File: src/rtl/iup_pkg.sv
// ----------------------------------------------------------------------------
// iup_pkg
// Constants, codes and interface structs of the image packetizer.
// ----------------------------------------------------------------------------
package iup_pkg;

    // Chunk payload limit; a power of two so that packet counting is a shift.
    localparam int MAX_PAYLOAD        = 1024;
    localparam int PAD_BYTES          = 0;
    localparam int IMAGE_HEADER_BYTES = 10;

    localparam int PKT_HDR_BYTES = 20;
    localparam logic [31:0] PKT_MAGIC     = 32'hAAAA5555;
    localparam logic [7:0]  CHANNELS_MONO = 8'd1;
    localparam logic [7:0]  DEPTH_BITS    = 8'd8;

    localparam int PAYLOAD_LOG2 = $clog2(MAX_PAYLOAD);
    localparam int FILL_W       = $clog2(MAX_PAYLOAD + 1);
    localparam int COUNT_W      = 24;
    localparam int ENC_W        = 25;
    localparam int SEQ_W        = 20;
    localparam int CNT_W        = $clog2(PKT_HDR_BYTES);
    localparam int PAD_LAST     = (PAD_BYTES == 0) ? 0 : PAD_BYTES - 1;

    localparam int IN_W = 64;

    // Input item kinds carried on s_tuser
    localparam logic CMD_START = 1'b0;
    localparam logic CMD_DATA  = 1'b1;

    typedef enum logic [1:0] {
        SEL_DATA = 2'd0,
        SEL_HDR  = 2'd1,
        SEL_IMG  = 2'd2,
        SEL_PAD  = 2'd3
    } byte_sel_t;

    typedef struct packed {
        logic      load_start;
        logic      take_data;
        logic      emit;
        byte_sel_t sel;
        logic      eop;
        logic      eoi;
        logic      last;
        logic      cnt_clr;
    } dp_cmd_t;

    typedef struct packed {
        logic out_free;
        logic frame_open;
        logic chunk_end;
        logic image_end;
        logic empty_start;
        logic hdr_done;
        logic img_done;
        logic pad_done;
    } dp_status_t;

endpackage

File: src/rtl/iup_ctrl.sv
// ----------------------------------------------------------------------------
// iup_ctrl
// Sequencer: accepts requests, passes data bytes on and steps through the
// header, image header and padding phases, one output byte per free output slot.
// ----------------------------------------------------------------------------
module iup_ctrl (
    input  logic                clk,
    input  logic                rst_n,
    input  logic                s_tvalid,
    input  logic                s_kind,
    output logic                s_tready,
    input  iup_pkg::dp_status_t status,
    output iup_pkg::dp_cmd_t    cmd
);
    import iup_pkg::*;

    typedef enum logic [4:0] {
        ST_IDLE      = 5'b00001,
        ST_HDR_FIRST = 5'b00010,
        ST_IMG       = 5'b00100,
        ST_HDR       = 5'b01000,
        ST_PAD       = 5'b10000
    } state_t;

    state_t state_reg;
    state_t state_next;
    logic   accept;

    assign s_tready = (state_reg == ST_IDLE) && status.out_free;
    assign accept   = s_tvalid && s_tready;

    always_comb
    begin
        state_next     = state_reg;
        cmd.load_start = 1'b0;
        cmd.take_data  = 1'b0;
        cmd.emit       = 1'b0;
        cmd.sel        = SEL_DATA;
        cmd.eop        = 1'b0;
        cmd.eoi        = 1'b0;
        cmd.last       = 1'b0;
        cmd.cnt_clr    = 1'b0;
        case (state_reg)
            ST_IDLE:
            begin
                if (accept)
                begin
                    cmd.cnt_clr = 1'b1;
                    if (s_kind == CMD_START)
                    begin
                        cmd.load_start = 1'b1;
                        if (!status.empty_start)
                        begin
                            state_next = ST_HDR_FIRST;
                        end
                    end
                    else if (status.frame_open)
                    begin
                        // pass the data byte straight into the output register
                        cmd.take_data = 1'b1;
                        cmd.emit      = 1'b1;
                        cmd.sel       = SEL_DATA;
                        cmd.eop       = status.chunk_end && (PAD_BYTES == 0);
                        cmd.eoi       = status.chunk_end && (PAD_BYTES == 0)
                                        && status.image_end;
                        cmd.last      = !status.chunk_end
                                        || ((PAD_BYTES == 0) && status.image_end);
                        if (status.chunk_end)
                        begin
                            if (PAD_BYTES != 0)
                            begin
                                state_next = ST_PAD;
                            end
                            else if (!status.image_end)
                            begin
                                state_next = ST_HDR;
                            end
                        end
                    end
                end
            end
            ST_HDR_FIRST:
            begin
                if (status.out_free)
                begin
                    cmd.emit = 1'b1;
                    cmd.sel  = SEL_HDR;
                    if (status.hdr_done)
                    begin
                        cmd.cnt_clr = 1'b1;
                        state_next  = ST_IMG;
                    end
                end
            end
            ST_IMG:
            begin
                if (status.out_free)
                begin
                    cmd.emit = 1'b1;
                    cmd.sel  = SEL_IMG;
                    if (status.img_done)
                    begin
                        cmd.last    = 1'b1;
                        cmd.cnt_clr = 1'b1;
                        state_next  = ST_IDLE;
                    end
                end
            end
            ST_HDR:
            begin
                if (status.out_free)
                begin
                    cmd.emit = 1'b1;
                    cmd.sel  = SEL_HDR;
                    if (status.hdr_done)
                    begin
                        cmd.last    = 1'b1;
                        cmd.cnt_clr = 1'b1;
                        state_next  = ST_IDLE;
                    end
                end
            end
            ST_PAD:
            begin
                if (status.out_free)
                begin
                    cmd.emit = 1'b1;
                    cmd.sel  = SEL_PAD;
                    if (status.pad_done)
                    begin
                        // frame already closed when the image ended on this chunk
                        cmd.eop     = 1'b1;
                        cmd.eoi     = !status.frame_open;
                        cmd.last    = !status.frame_open;
                        cmd.cnt_clr = 1'b1;
                        state_next  = status.frame_open ? ST_HDR : ST_IDLE;
                    end
                end
            end
            default:
            begin
                state_next = ST_IDLE;
            end
        endcase
    end

    always_ff @(posedge clk or negedge rst_n)
    begin
        if (!rst_n)
        begin
            state_reg <= ST_IDLE;
        end
        else
        begin
            state_reg <= state_next;
        end
    end

endmodule

File: src/rtl/iup_datapath.sv
// ----------------------------------------------------------------------------
// iup_datapath
// Image and chunk bookkeeping, header byte selection and the output register.
// ----------------------------------------------------------------------------
module iup_datapath (
    input  logic                        clk,
    input  logic                        rst_n,
    input  logic [iup_pkg::IN_W-1:0]    s_tdata,
    input  iup_pkg::dp_cmd_t            cmd,
    output iup_pkg::dp_status_t         status,
    output logic                        m_tvalid,
    input  logic                        m_tready,
    output logic [7:0]                  m_tdata,
    output logic                        m_tlast,
    output logic [1:0]                  m_tuser
);
    import iup_pkg::*;

    logic [7:0]         in_pixel;
    logic [15:0]        in_width;
    logic [15:0]        in_height;
    logic [COUNT_W-1:0] in_count;
    logic [ENC_W-1:0]   in_enc;
    logic [ENC_W:0]     in_round;

    logic               frame_open_reg, frame_open_next;
    logic [COUNT_W-1:0] bytes_left_reg, bytes_left_next;
    logic [FILL_W-1:0]  fill_reg, fill_next;
    logic [SEQ_W-1:0]   seq_reg, seq_next;
    logic [SEQ_W-1:0]   total_reg, total_next;
    logic [ENC_W-1:0]   enc_len_reg, enc_len_next;
    logic [ENC_W-1:0]   enc_left_reg, enc_left_next;
    logic [CNT_W-1:0]   cnt_reg, cnt_next;
    logic [15:0]        width_reg;
    logic [15:0]        height_reg;

    logic               out_valid_reg, out_valid_next;
    logic [7:0]         out_byte_reg;
    logic               out_eop_reg;
    logic               out_eoi_reg;
    logic               out_last_reg;

    logic [FILL_W-1:0]  chunk_size;
    logic [31:0]        hdr_word;
    logic [31:0]        enc_word;
    logic [7:0]         hdr_byte;
    logic [7:0]         img_byte;
    logic [7:0]         sel_byte;

    assign in_pixel  = s_tdata[7:0];
    assign in_width  = s_tdata[23:8];
    assign in_height = s_tdata[39:24];
    assign in_count  = s_tdata[63:40];
    assign in_enc    = {1'b0, in_count} + ENC_W'(IMAGE_HEADER_BYTES);
    assign in_round  = {1'b0, in_enc} + (ENC_W + 1)'(MAX_PAYLOAD - 1);

    // size of the chunk carried by the current sequence number
    assign chunk_size = (enc_left_reg >= ENC_W'(MAX_PAYLOAD))
                        ? FILL_W'(MAX_PAYLOAD) : enc_left_reg[FILL_W-1:0];

    assign status.out_free    = !out_valid_reg || m_tready;
    assign status.frame_open  = frame_open_reg;
    assign status.chunk_end   = (fill_reg + FILL_W'(1)) >= chunk_size;
    assign status.image_end   = (bytes_left_reg == COUNT_W'(1));
    assign status.empty_start = (in_count == '0);
    assign status.hdr_done    = (cnt_reg == CNT_W'(PKT_HDR_BYTES - 1));
    assign status.img_done    = (cnt_reg == CNT_W'(IMAGE_HEADER_BYTES - 1));
    assign status.pad_done    = (cnt_reg == CNT_W'(PAD_LAST));

    assign enc_word = {{(32 - ENC_W){1'b0}}, enc_len_reg};

    always_comb
    begin
        case (cnt_reg[CNT_W-1:2])
            3'd0:    hdr_word = PKT_MAGIC;
            3'd1:    hdr_word = {{(32 - SEQ_W){1'b0}}, total_reg};
            3'd2:    hdr_word = enc_word;
            3'd3:    hdr_word = {{(32 - SEQ_W){1'b0}}, seq_reg};
            3'd4:    hdr_word = {{(32 - FILL_W){1'b0}}, chunk_size};
            default: hdr_word = '0;
        endcase
        // little-endian words
        hdr_byte = hdr_word[{cnt_reg[1:0], 3'b000} +: 8];
    end

    always_comb
    begin
        case (cnt_reg)
            CNT_W'(0): img_byte = enc_word[31:24];
            CNT_W'(1): img_byte = enc_word[23:16];
            CNT_W'(2): img_byte = enc_word[15:8];
            CNT_W'(3): img_byte = enc_word[7:0];
            CNT_W'(4): img_byte = width_reg[15:8];
            CNT_W'(5): img_byte = width_reg[7:0];
            CNT_W'(6): img_byte = height_reg[15:8];
            CNT_W'(7): img_byte = height_reg[7:0];
            CNT_W'(8): img_byte = CHANNELS_MONO;
            CNT_W'(9): img_byte = DEPTH_BITS;
            default:   img_byte = 8'h00;
        endcase
    end

    always_comb
    begin
        case (cmd.sel)
            SEL_DATA: sel_byte = in_pixel;
            SEL_HDR:  sel_byte = hdr_byte;
            SEL_IMG:  sel_byte = img_byte;
            SEL_PAD:  sel_byte = 8'h00;
            default:  sel_byte = 8'h00;
        endcase
    end

    always_comb
    begin
        frame_open_next = frame_open_reg;
        bytes_left_next = bytes_left_reg;
        fill_next       = fill_reg;
        seq_next        = seq_reg;
        total_next      = total_reg;
        enc_len_next    = enc_len_reg;
        enc_left_next   = enc_left_reg;
        if (cmd.load_start)
        begin
            // a new start abandons whatever image is open
            frame_open_next = !status.empty_start;
            bytes_left_next = in_count;
            fill_next       = status.empty_start ? '0 : FILL_W'(IMAGE_HEADER_BYTES);
            seq_next        = SEQ_W'(1);
            enc_len_next    = status.empty_start ? '0 : in_enc;
            enc_left_next   = status.empty_start ? '0 : in_enc;
            total_next      = status.empty_start ? '0
                              : SEQ_W'(in_round[ENC_W:PAYLOAD_LOG2]);
        end
        else if (cmd.take_data)
        begin
            bytes_left_next = bytes_left_reg - COUNT_W'(1);
            if (status.chunk_end)
            begin
                fill_next = '0;
                if (status.image_end)
                begin
                    frame_open_next = 1'b0;
                end
                else
                begin
                    seq_next      = seq_reg + SEQ_W'(1);
                    enc_left_next = enc_left_reg - ENC_W'(MAX_PAYLOAD);
                end
            end
            else
            begin
                fill_next = fill_reg + FILL_W'(1);
            end
        end
    end

    always_comb
    begin
        if (cmd.cnt_clr)
        begin
            cnt_next = '0;
        end
        else if (cmd.emit)
        begin
            cnt_next = cnt_reg + CNT_W'(1);
        end
        else
        begin
            cnt_next = cnt_reg;
        end
        if (cmd.emit)
        begin
            out_valid_next = 1'b1;
        end
        else if (m_tready)
        begin
            out_valid_next = 1'b0;
        end
        else
        begin
            out_valid_next = out_valid_reg;
        end
    end

    always_ff @(posedge clk or negedge rst_n)
    begin
        if (!rst_n)
        begin
            frame_open_reg <= 1'b0;
            bytes_left_reg <= '0;
            fill_reg       <= '0;
            seq_reg        <= SEQ_W'(1);
            total_reg      <= '0;
            enc_len_reg    <= '0;
            enc_left_reg   <= '0;
            cnt_reg        <= '0;
            out_valid_reg  <= 1'b0;
        end
        else
        begin
            frame_open_reg <= frame_open_next;
            bytes_left_reg <= bytes_left_next;
            fill_reg       <= fill_next;
            seq_reg        <= seq_next;
            total_reg      <= total_next;
            enc_len_reg    <= enc_len_next;
            enc_left_reg   <= enc_left_next;
            cnt_reg        <= cnt_next;
            out_valid_reg  <= out_valid_next;
        end
    end

    always_ff @(posedge clk)
    begin
        if (cmd.load_start)
        begin
            width_reg  <= in_width;
            height_reg <= in_height;
        end
        if (cmd.emit)
        begin
            out_byte_reg <= sel_byte;
            out_eop_reg  <= cmd.eop;
            out_eoi_reg  <= cmd.eoi;
            out_last_reg <= cmd.last;
        end
    end

    assign m_tvalid = out_valid_reg;
    assign m_tdata  = out_byte_reg;
    assign m_tlast  = out_eop_reg;
    assign m_tuser  = {out_last_reg, out_eoi_reg};

endmodule

File: src/rtl/image_udp_packetizer_unit.sv
// ----------------------------------------------------------------------------
// image_udp_packetizer_unit
// Mono 8-bit image to packet byte stream with image and chunk headers.
// ----------------------------------------------------------------------------
// A start request carries width, height and data byte count; once it is taken,
// 20 packet header bytes and the image header bytes leave one per cycle while
// the output is not stalled, with s_tready low meanwhile. A data byte that does
// not close a chunk goes straight to the output register. A data byte that
// closes a chunk adds the padding bytes and, if data remains, the next 20-byte
// header. The single output register moves one byte per cycle when not stalled;
// s_tready also drops while an output byte waits. Data with no open image is
// taken and dropped; a start with a zero count produces no output. MAX_PAYLOAD
// is a power of two.
module image_udp_packetizer_unit (
    input  logic                     clk,
    input  logic                     rst_n,
    input  logic                     s_tvalid,
    output logic                     s_tready,
    // pixel_byte[7:0], image_width[23:8], image_height[39:24], image_bytes[63:40]
    input  logic [iup_pkg::IN_W-1:0] s_tdata,
    // cmd
    input  logic                     s_tuser,
    output logic                     m_tvalid,
    input  logic                     m_tready,
    // out_byte
    output logic [7:0]               m_tdata,
    output logic                     m_tlast,
    // end_of_image[0], last[1]
    output logic [1:0]               m_tuser
);
    import iup_pkg::*;

    dp_cmd_t    dp_cmd;
    dp_status_t dp_status;

    iup_ctrl u_ctrl (
        .clk      (clk),
        .rst_n    (rst_n),
        .s_tvalid (s_tvalid),
        .s_kind   (s_tuser),
        .s_tready (s_tready),
        .status   (dp_status),
        .cmd      (dp_cmd)
    );

    iup_datapath u_datapath (
        .clk      (clk),
        .rst_n    (rst_n),
        .s_tdata  (s_tdata),
        .cmd      (dp_cmd),
        .status   (dp_status),
        .m_tvalid (m_tvalid),
        .m_tready (m_tready),
        .m_tdata  (m_tdata),
        .m_tlast  (m_tlast),
        .m_tuser  (m_tuser)
    );

endmodule

File: config.mk
export PLATFORM = sky130hd
export DESIGN_NAME = image_udp_packetizer_unit
export DESIGN_NICKNAME = d
export VERILOG_FILES = /design/src/rtl/iup_pkg.sv /design/src/rtl/iup_ctrl.sv /design/src/rtl/iup_datapath.sv /design/src/rtl/image_udp_packetizer_unit.sv
export SDC_FILE = /design/constraint.sdc
export NUM_CORES = 1
export LEC_CHECK = 0
export BUFFER_PORTS_ARGS = -buffer_cell sky130_fd_sc_hd__buf_2
export CORE_ASPECT_RATIO = 1.75
export CORE_UTILIZATION = 35
export CTS_CLUSTER_DIAMETER = 60
export DETAILED_ROUTE_END_ITERATION = 7
export HOLD_SLACK_MARGIN = 0.06
export PLACE_DENSITY_LB_ADDON = 0.1
export REMOVE_ABC_BUFFERS = 1
export SLEW_MARGIN = 5
export SYNTH_ARGS = -nofsm -noshare
export SYNTH_HDL_FRONTEND = slang
export SYNTH_SLANG_ARGS = --single-unit
export TNS_END_PERCENT = 5
File: constraint.sdc
create_clock -name clk -period 6.8 [get_ports clk]
set_input_delay 1.36 -clock clk [delete_from_list [all_inputs] [get_ports clk]]
set_output_delay 1.36 -clock clk [all_outputs]
set_load 0.005 [all_outputs]
After elaboration in Yosys (flattened, before gate mapping):

Cells that the tools add are included.
Widths: inputs -> output; s select.

* register bits: 180
* input port bits: 69
* output and inout bits: 13
* logic and storage cells: 148

* $add $sub $neg: 7
* order comparisons: 2
* equal/unequal tests: 37
* shift-type cells: 1
* mux-type cells: 63
* reductions and logical operators: 22

Operators by type and width (number)
* $pmux 32 s5: 1
* $mux 25: 5
* $mux 20: 4
* $mux 5: 16
* $pmux 8 s10: 1
* $mux 24: 2
* $mux 11: 4
* $pmux 8 s4: 1
* $shiftx 32x6->8: 1
* $add 25x10->26 const B: 1
* $add 24x4->25 const B: 1
* $eq 5x3->1 const B: 5
* $ge 25x11->1 const B: 1
* $pmux 5 s5: 1
* $sub 25x11->25 const B: 1
* $eq 24x1->1 const B: 1
* $logic_not 24->1: 1
* $sub 24x1->24 const B: 1
* $mux 7: 3
* $add 20x1->20 const B: 1
* $mux 16: 1
* $eq 5x2->1 const B: 3
* $eq 5x4->1 const B: 3
* $reduce_and 13->1: 1
* other kinds (32): 72

Depth between registers and ports, before layout:

* word-level depth: 11
* mapped depth: 18
* mapped depth without buffers: 15

Hierarchy:

A second synthesis with hierarchy kept.

* cells, all modules: 1104
* area, all modules: 10363.7 um2

By module, submodules not included
* iup_datapath: times used 1, cells an instance 1051, area an instance 9917.0 um2, seq. area each 4495.6 um2
* iup_ctrl: times used 1, cells an instance 53, area an instance 446.7 um2, seq. area each 101.3 um2

Worst setup path before layout:

No wires, ideal clock.

* path kind: register to register
* start: reg u_datapath.enc_left_reg[18]
* end: reg u_datapath.enc_left_reg[12]
* setup time: 0.120 ns
* data arrival time: 4.316 ns
* required time: 6.680 ns
* slack: 2.364 ns
* stages on the path, launching flop included: 17
* path buffers: 4
* clock period less this slack: 4.436 ns
* cells stage by stage: dfrtp_1 or4_1 nor4_1 and3_1 clkbuf_1 clkbuf_1 nand2_1 ha_1 nand4_1 nor3_1 a211oi_1 inv_1 o21ai_0 clkbuf_1 clkbuf_1 o21ai_1 and3_1

* cells in the longest elaborated chain, start to end: 5

RTL lines
* start: declaration: RTL line iup_datapath.sv:32 `logic [ENC_W-1:0] enc_left_reg, enc_left_next;`
* start signal: assignment: RTL line iup_datapath.sv:208 `enc_left_reg <= enc_left_next;`
* $ge 25x11->1: RTL line iup_datapath.sv:58 `assign chunk_size = (enc_left_reg >= ENC_W'(MAX_PAYLOAD))`
* $mux 11: RTL line iup_datapath.sv:59 `? FILL_W'(MAX_PAYLOAD) : enc_left_reg[FILL_W-1:0];`
* $ge 11x11->1: RTL line iup_datapath.sv:63 `assign status.chunk_end = (fill_reg + FILL_W'(1)) >= chunk_size;`
* $reduce_bool 2->1 (no line)
* $reduce_and 3->1 (no line)

No other way between the ends.
A chain may end at the register's enable or synchronous reset.

Worst setup path after layout:

* start: reg u_datapath.enc_left_reg[18]
* end: reg u_datapath.enc_left_reg[11]

Same word-level chain as after synthesis.

==> results.toml <==
[timing]
post-route-period-util = 0.7263
rsz0062_at_grt = "false"
fin_ws_ns = 1.861
post-route-min-period_ns = 4.939
hold_violations = 0
worst_pin_slew_ns = 1.065
fmax_mhz = 202.5
slew_violations = 0
finalSetupTns_ns = 0
skew_ns = 0.009845
slew_headroom = 0.2876
setup_violations = 0

[place]
place_ws_ns = 1.910
place_congestion = 0.8886
portBuffers = 81
dp_hpwl_um = 27100

[clocking]
htree_levels = 4
hold_buffers = 0
cts-root-buf = "clkbuf_16"
post_cts_buffers = 0
cts_made_buffers = 17
clk_pin_slew_ns = 0.07
cts_tree = "built"
clock_sinks = 175
clock_path_buffers = 2
clkLatencyLatePin_ns = 0.47
ctsResizeCount = 0

[detailed_routing]
dr.pass1.iters = 8
dr_total_vias = 9009
vias_per_cell = 5.809
drc_errors = 0
ant_nets = 0
totalWireLength_um = 36140
drt_iter0_drc = 618
drt-wirelength-per-cell_um = 23.30

[critical_path]
cp_max_fo = 30
start_kind = "flip-flop"
cp-startpoint = "u_datapath.enc_left_reg[18]$_DFFE_PN0P_"
path_class = "reg -> reg"
endpoint_kind = "flip-flop"
critPathArrivalTime_ns = 5.29
r2r-start = "u_datapath.enc_left_reg[18]$_DFFE_PN0P_"
required_ns = 7.15

[logic_synthesis]
yosysTopAreaCell = "dfrtp_1"
yosys.area_share.adder = 0.02839
netlist_top_cells_area = "dfrtp_1, edfxtp_1, nand2_1, xnor2_1, a21oi_1"
ys_seq_elements = 175
synthFlopType = "dfrtp_1"
synthArstFlopShare = 0.7543
synth_top_family_by_area = "simple AND/OR/NAND/NOR gates"
synth_edf_count = 43
yosysTopAreaCellShare = 0.3102
netlist-cell-type-count = 80
yosys_warnings = 0
syn_area_um2 = 10490
synth_compound_area_frac = 0.2028
synthCells = 1120
syn_avg_cell_area_um2 = 9.364
synth_mux_area_frac = 0.02792
synthXorXnorAreaFrac = 0.04426
seq_area_frac_synth = 0.4383
synth_simple_gate_area_frac = 0.2199

[finish]
final_layout_size_suffix_gt1_frac = 0.1317
n_antenna_cell = 0
area.growth.synth_to_final_pct = 11.75
multi_input_area_um2 = 5494
post-route-util = 0.3988
layout_commonest_cell = "dfrtp_1"
nFillCells = 2974
final_cell_mix = "dfrtp_1, nand2_1, buf_2, nor2_1, a21oi_1"
nNetsFinal = 1248
seqCellArea_um2 = 4597

[floorplan]
fp.dieW_um = 132.9
num_rows = 83
ioPinCount = 82
die_height_um = 231.0
fp.coreArea_um2 = 29390
die_area_um2 = 30690
start_util = 0.3568

[run_status]
outcome = "finished, final reports clean"

[grt]
grt_overflow = 0
grt_pass1_vias = 9084
grt_usage = 0.2433
grt_pass1_wl_um = 55310
antenna_found_initial = 0
grt_max_degree = 76

[power]
power_per_cell_area_nw_per_um2 = 323.9
ir_drop_mv = 0.2381
p_leak_nw = 4.728

[hold_path]
hold_class = "reg -> reg"
hold_path.startpoint = "u_datapath.total_reg[14]$_DFFE_PN0P_"

[flow_run]
cap_violations = 0
==> stage by stage <==
step / power (mW) / cell area, µm² / hold WS, ns / std cells
floorplan: 2.347 / 10160 / 0.4437 / 1044
global placement: 2.799 / 11140 / 0.4668 / 1519
detailed placement: 2.810 / 11140 / 0.4714 / 1519
CTS: 3.819 / 11720 / 0.4875 / 1551
global route: 4.018 / 11720 / 0.5035 / 1551
finish: 3.796 / 11720 / 0.4928 / 1551
==> metal layers <==
| metal | vias to the layer above | share of wire | routed length (µm) | GRT usage |
|---|---|---|---|---|
| met5 | - | 0 | 0 | 0 |
| met3 | 54 | 0.026 | 925 | 0.02679 |
| met2 | 197 | 0.54 | 19640 | 0.4570 |
| met1 | 4454 | 0.38 | 13860 | 0.2586 |
| met4 | 0 | 0.048 | 1719 | 0.1422 |
| li1 | 4304 | - | - | - |
==> power breakdown <==
group | leakage [nW] | switching (mW) | internal, mW
Combinational | 2.36 | 0.627 | 0.438
Clock | 0.287 | 0.508 | 0.493
Sequential | 2.08 | 0.337 | 1.39
==> final timing paths <==
check                           slack [ns]                                 endpoint  depth (start not counted)
worst min-delay path                  0.49     u_datapath.total_reg[14]$_DFFE_PN0P_                          2
worst min register to register        0.49     u_datapath.total_reg[14]$_DFFE_PN0P_                          2
worst max-delay path                  1.86  u_datapath.enc_left_reg[11]$_DFFE_PN0P_                         13
worst max register to register        1.86  u_datapath.enc_left_reg[11]$_DFFE_PN0P_                         13
min in group asynchronous             0.92       u_datapath.seq_reg[10]$_DFFE_PN0P_                          1
max in group asynchronous             4.60    u_datapath.enc_len_reg[1]$_DFFE_PN0P_                          2
==> kinds of logic (layout without fill, tap and decap cells) <==
logic type                 Yosys count  in the layout
buffers and inverters               95            144
AOI/OAI and AO/OA                  310            310
and+or+nand+nor                    435            435
DFF                                175            175
xor gates and xnor gates            53             53
muxes                               28             28
adders and majority gates           24             24
==> synthesized netlist by cell type (19+ instances only) <==
cell,instances
dfrtp_1,130
nand2_1,119
nor2_1,72
a21oi_1,61
o21ai_0,59
clkbuf_1,54
nand3_1,50
edfxtp_1,43
xnor2_1,36
and3_1,25
nor3_1,25
or4_1,24
a21o_1,23
ha_1,23
nand4_1,22
o211ai_1,20
o31ai_1,19
==> worst max-delay path: stages, from the launching register on <==
cell and delay [ns]:
dfrtp_1 0.40, or4_1 0.62, nor4_1 0.47, and3_1 0.60, nand2_1 0.12, ha_1 0.33
nand4_1 0.14, nor3_1 0.08, a211oi_1 0.66, inv_1 0.22, o21ai_2 0.43, buf_4 0.39
nor4_1 0.08, a311o_1 0.28
==> area by class of cell <==
| cell class | instances | area share |
|---|---|---|
| clock buffers | 17 | 0.03630 |
| clock inverters | 15 | 0.01292 |
| inverters | 19 | 0.006192 |
| multi-input cells | 850 | 0.4688 |
| flip-flops and latches | 175 | 0.3922 |
| well taps | 382 | 0.04078 |
| repair buffers | 93 | 0.04281 |
Power figures use the tool's default switching activity.
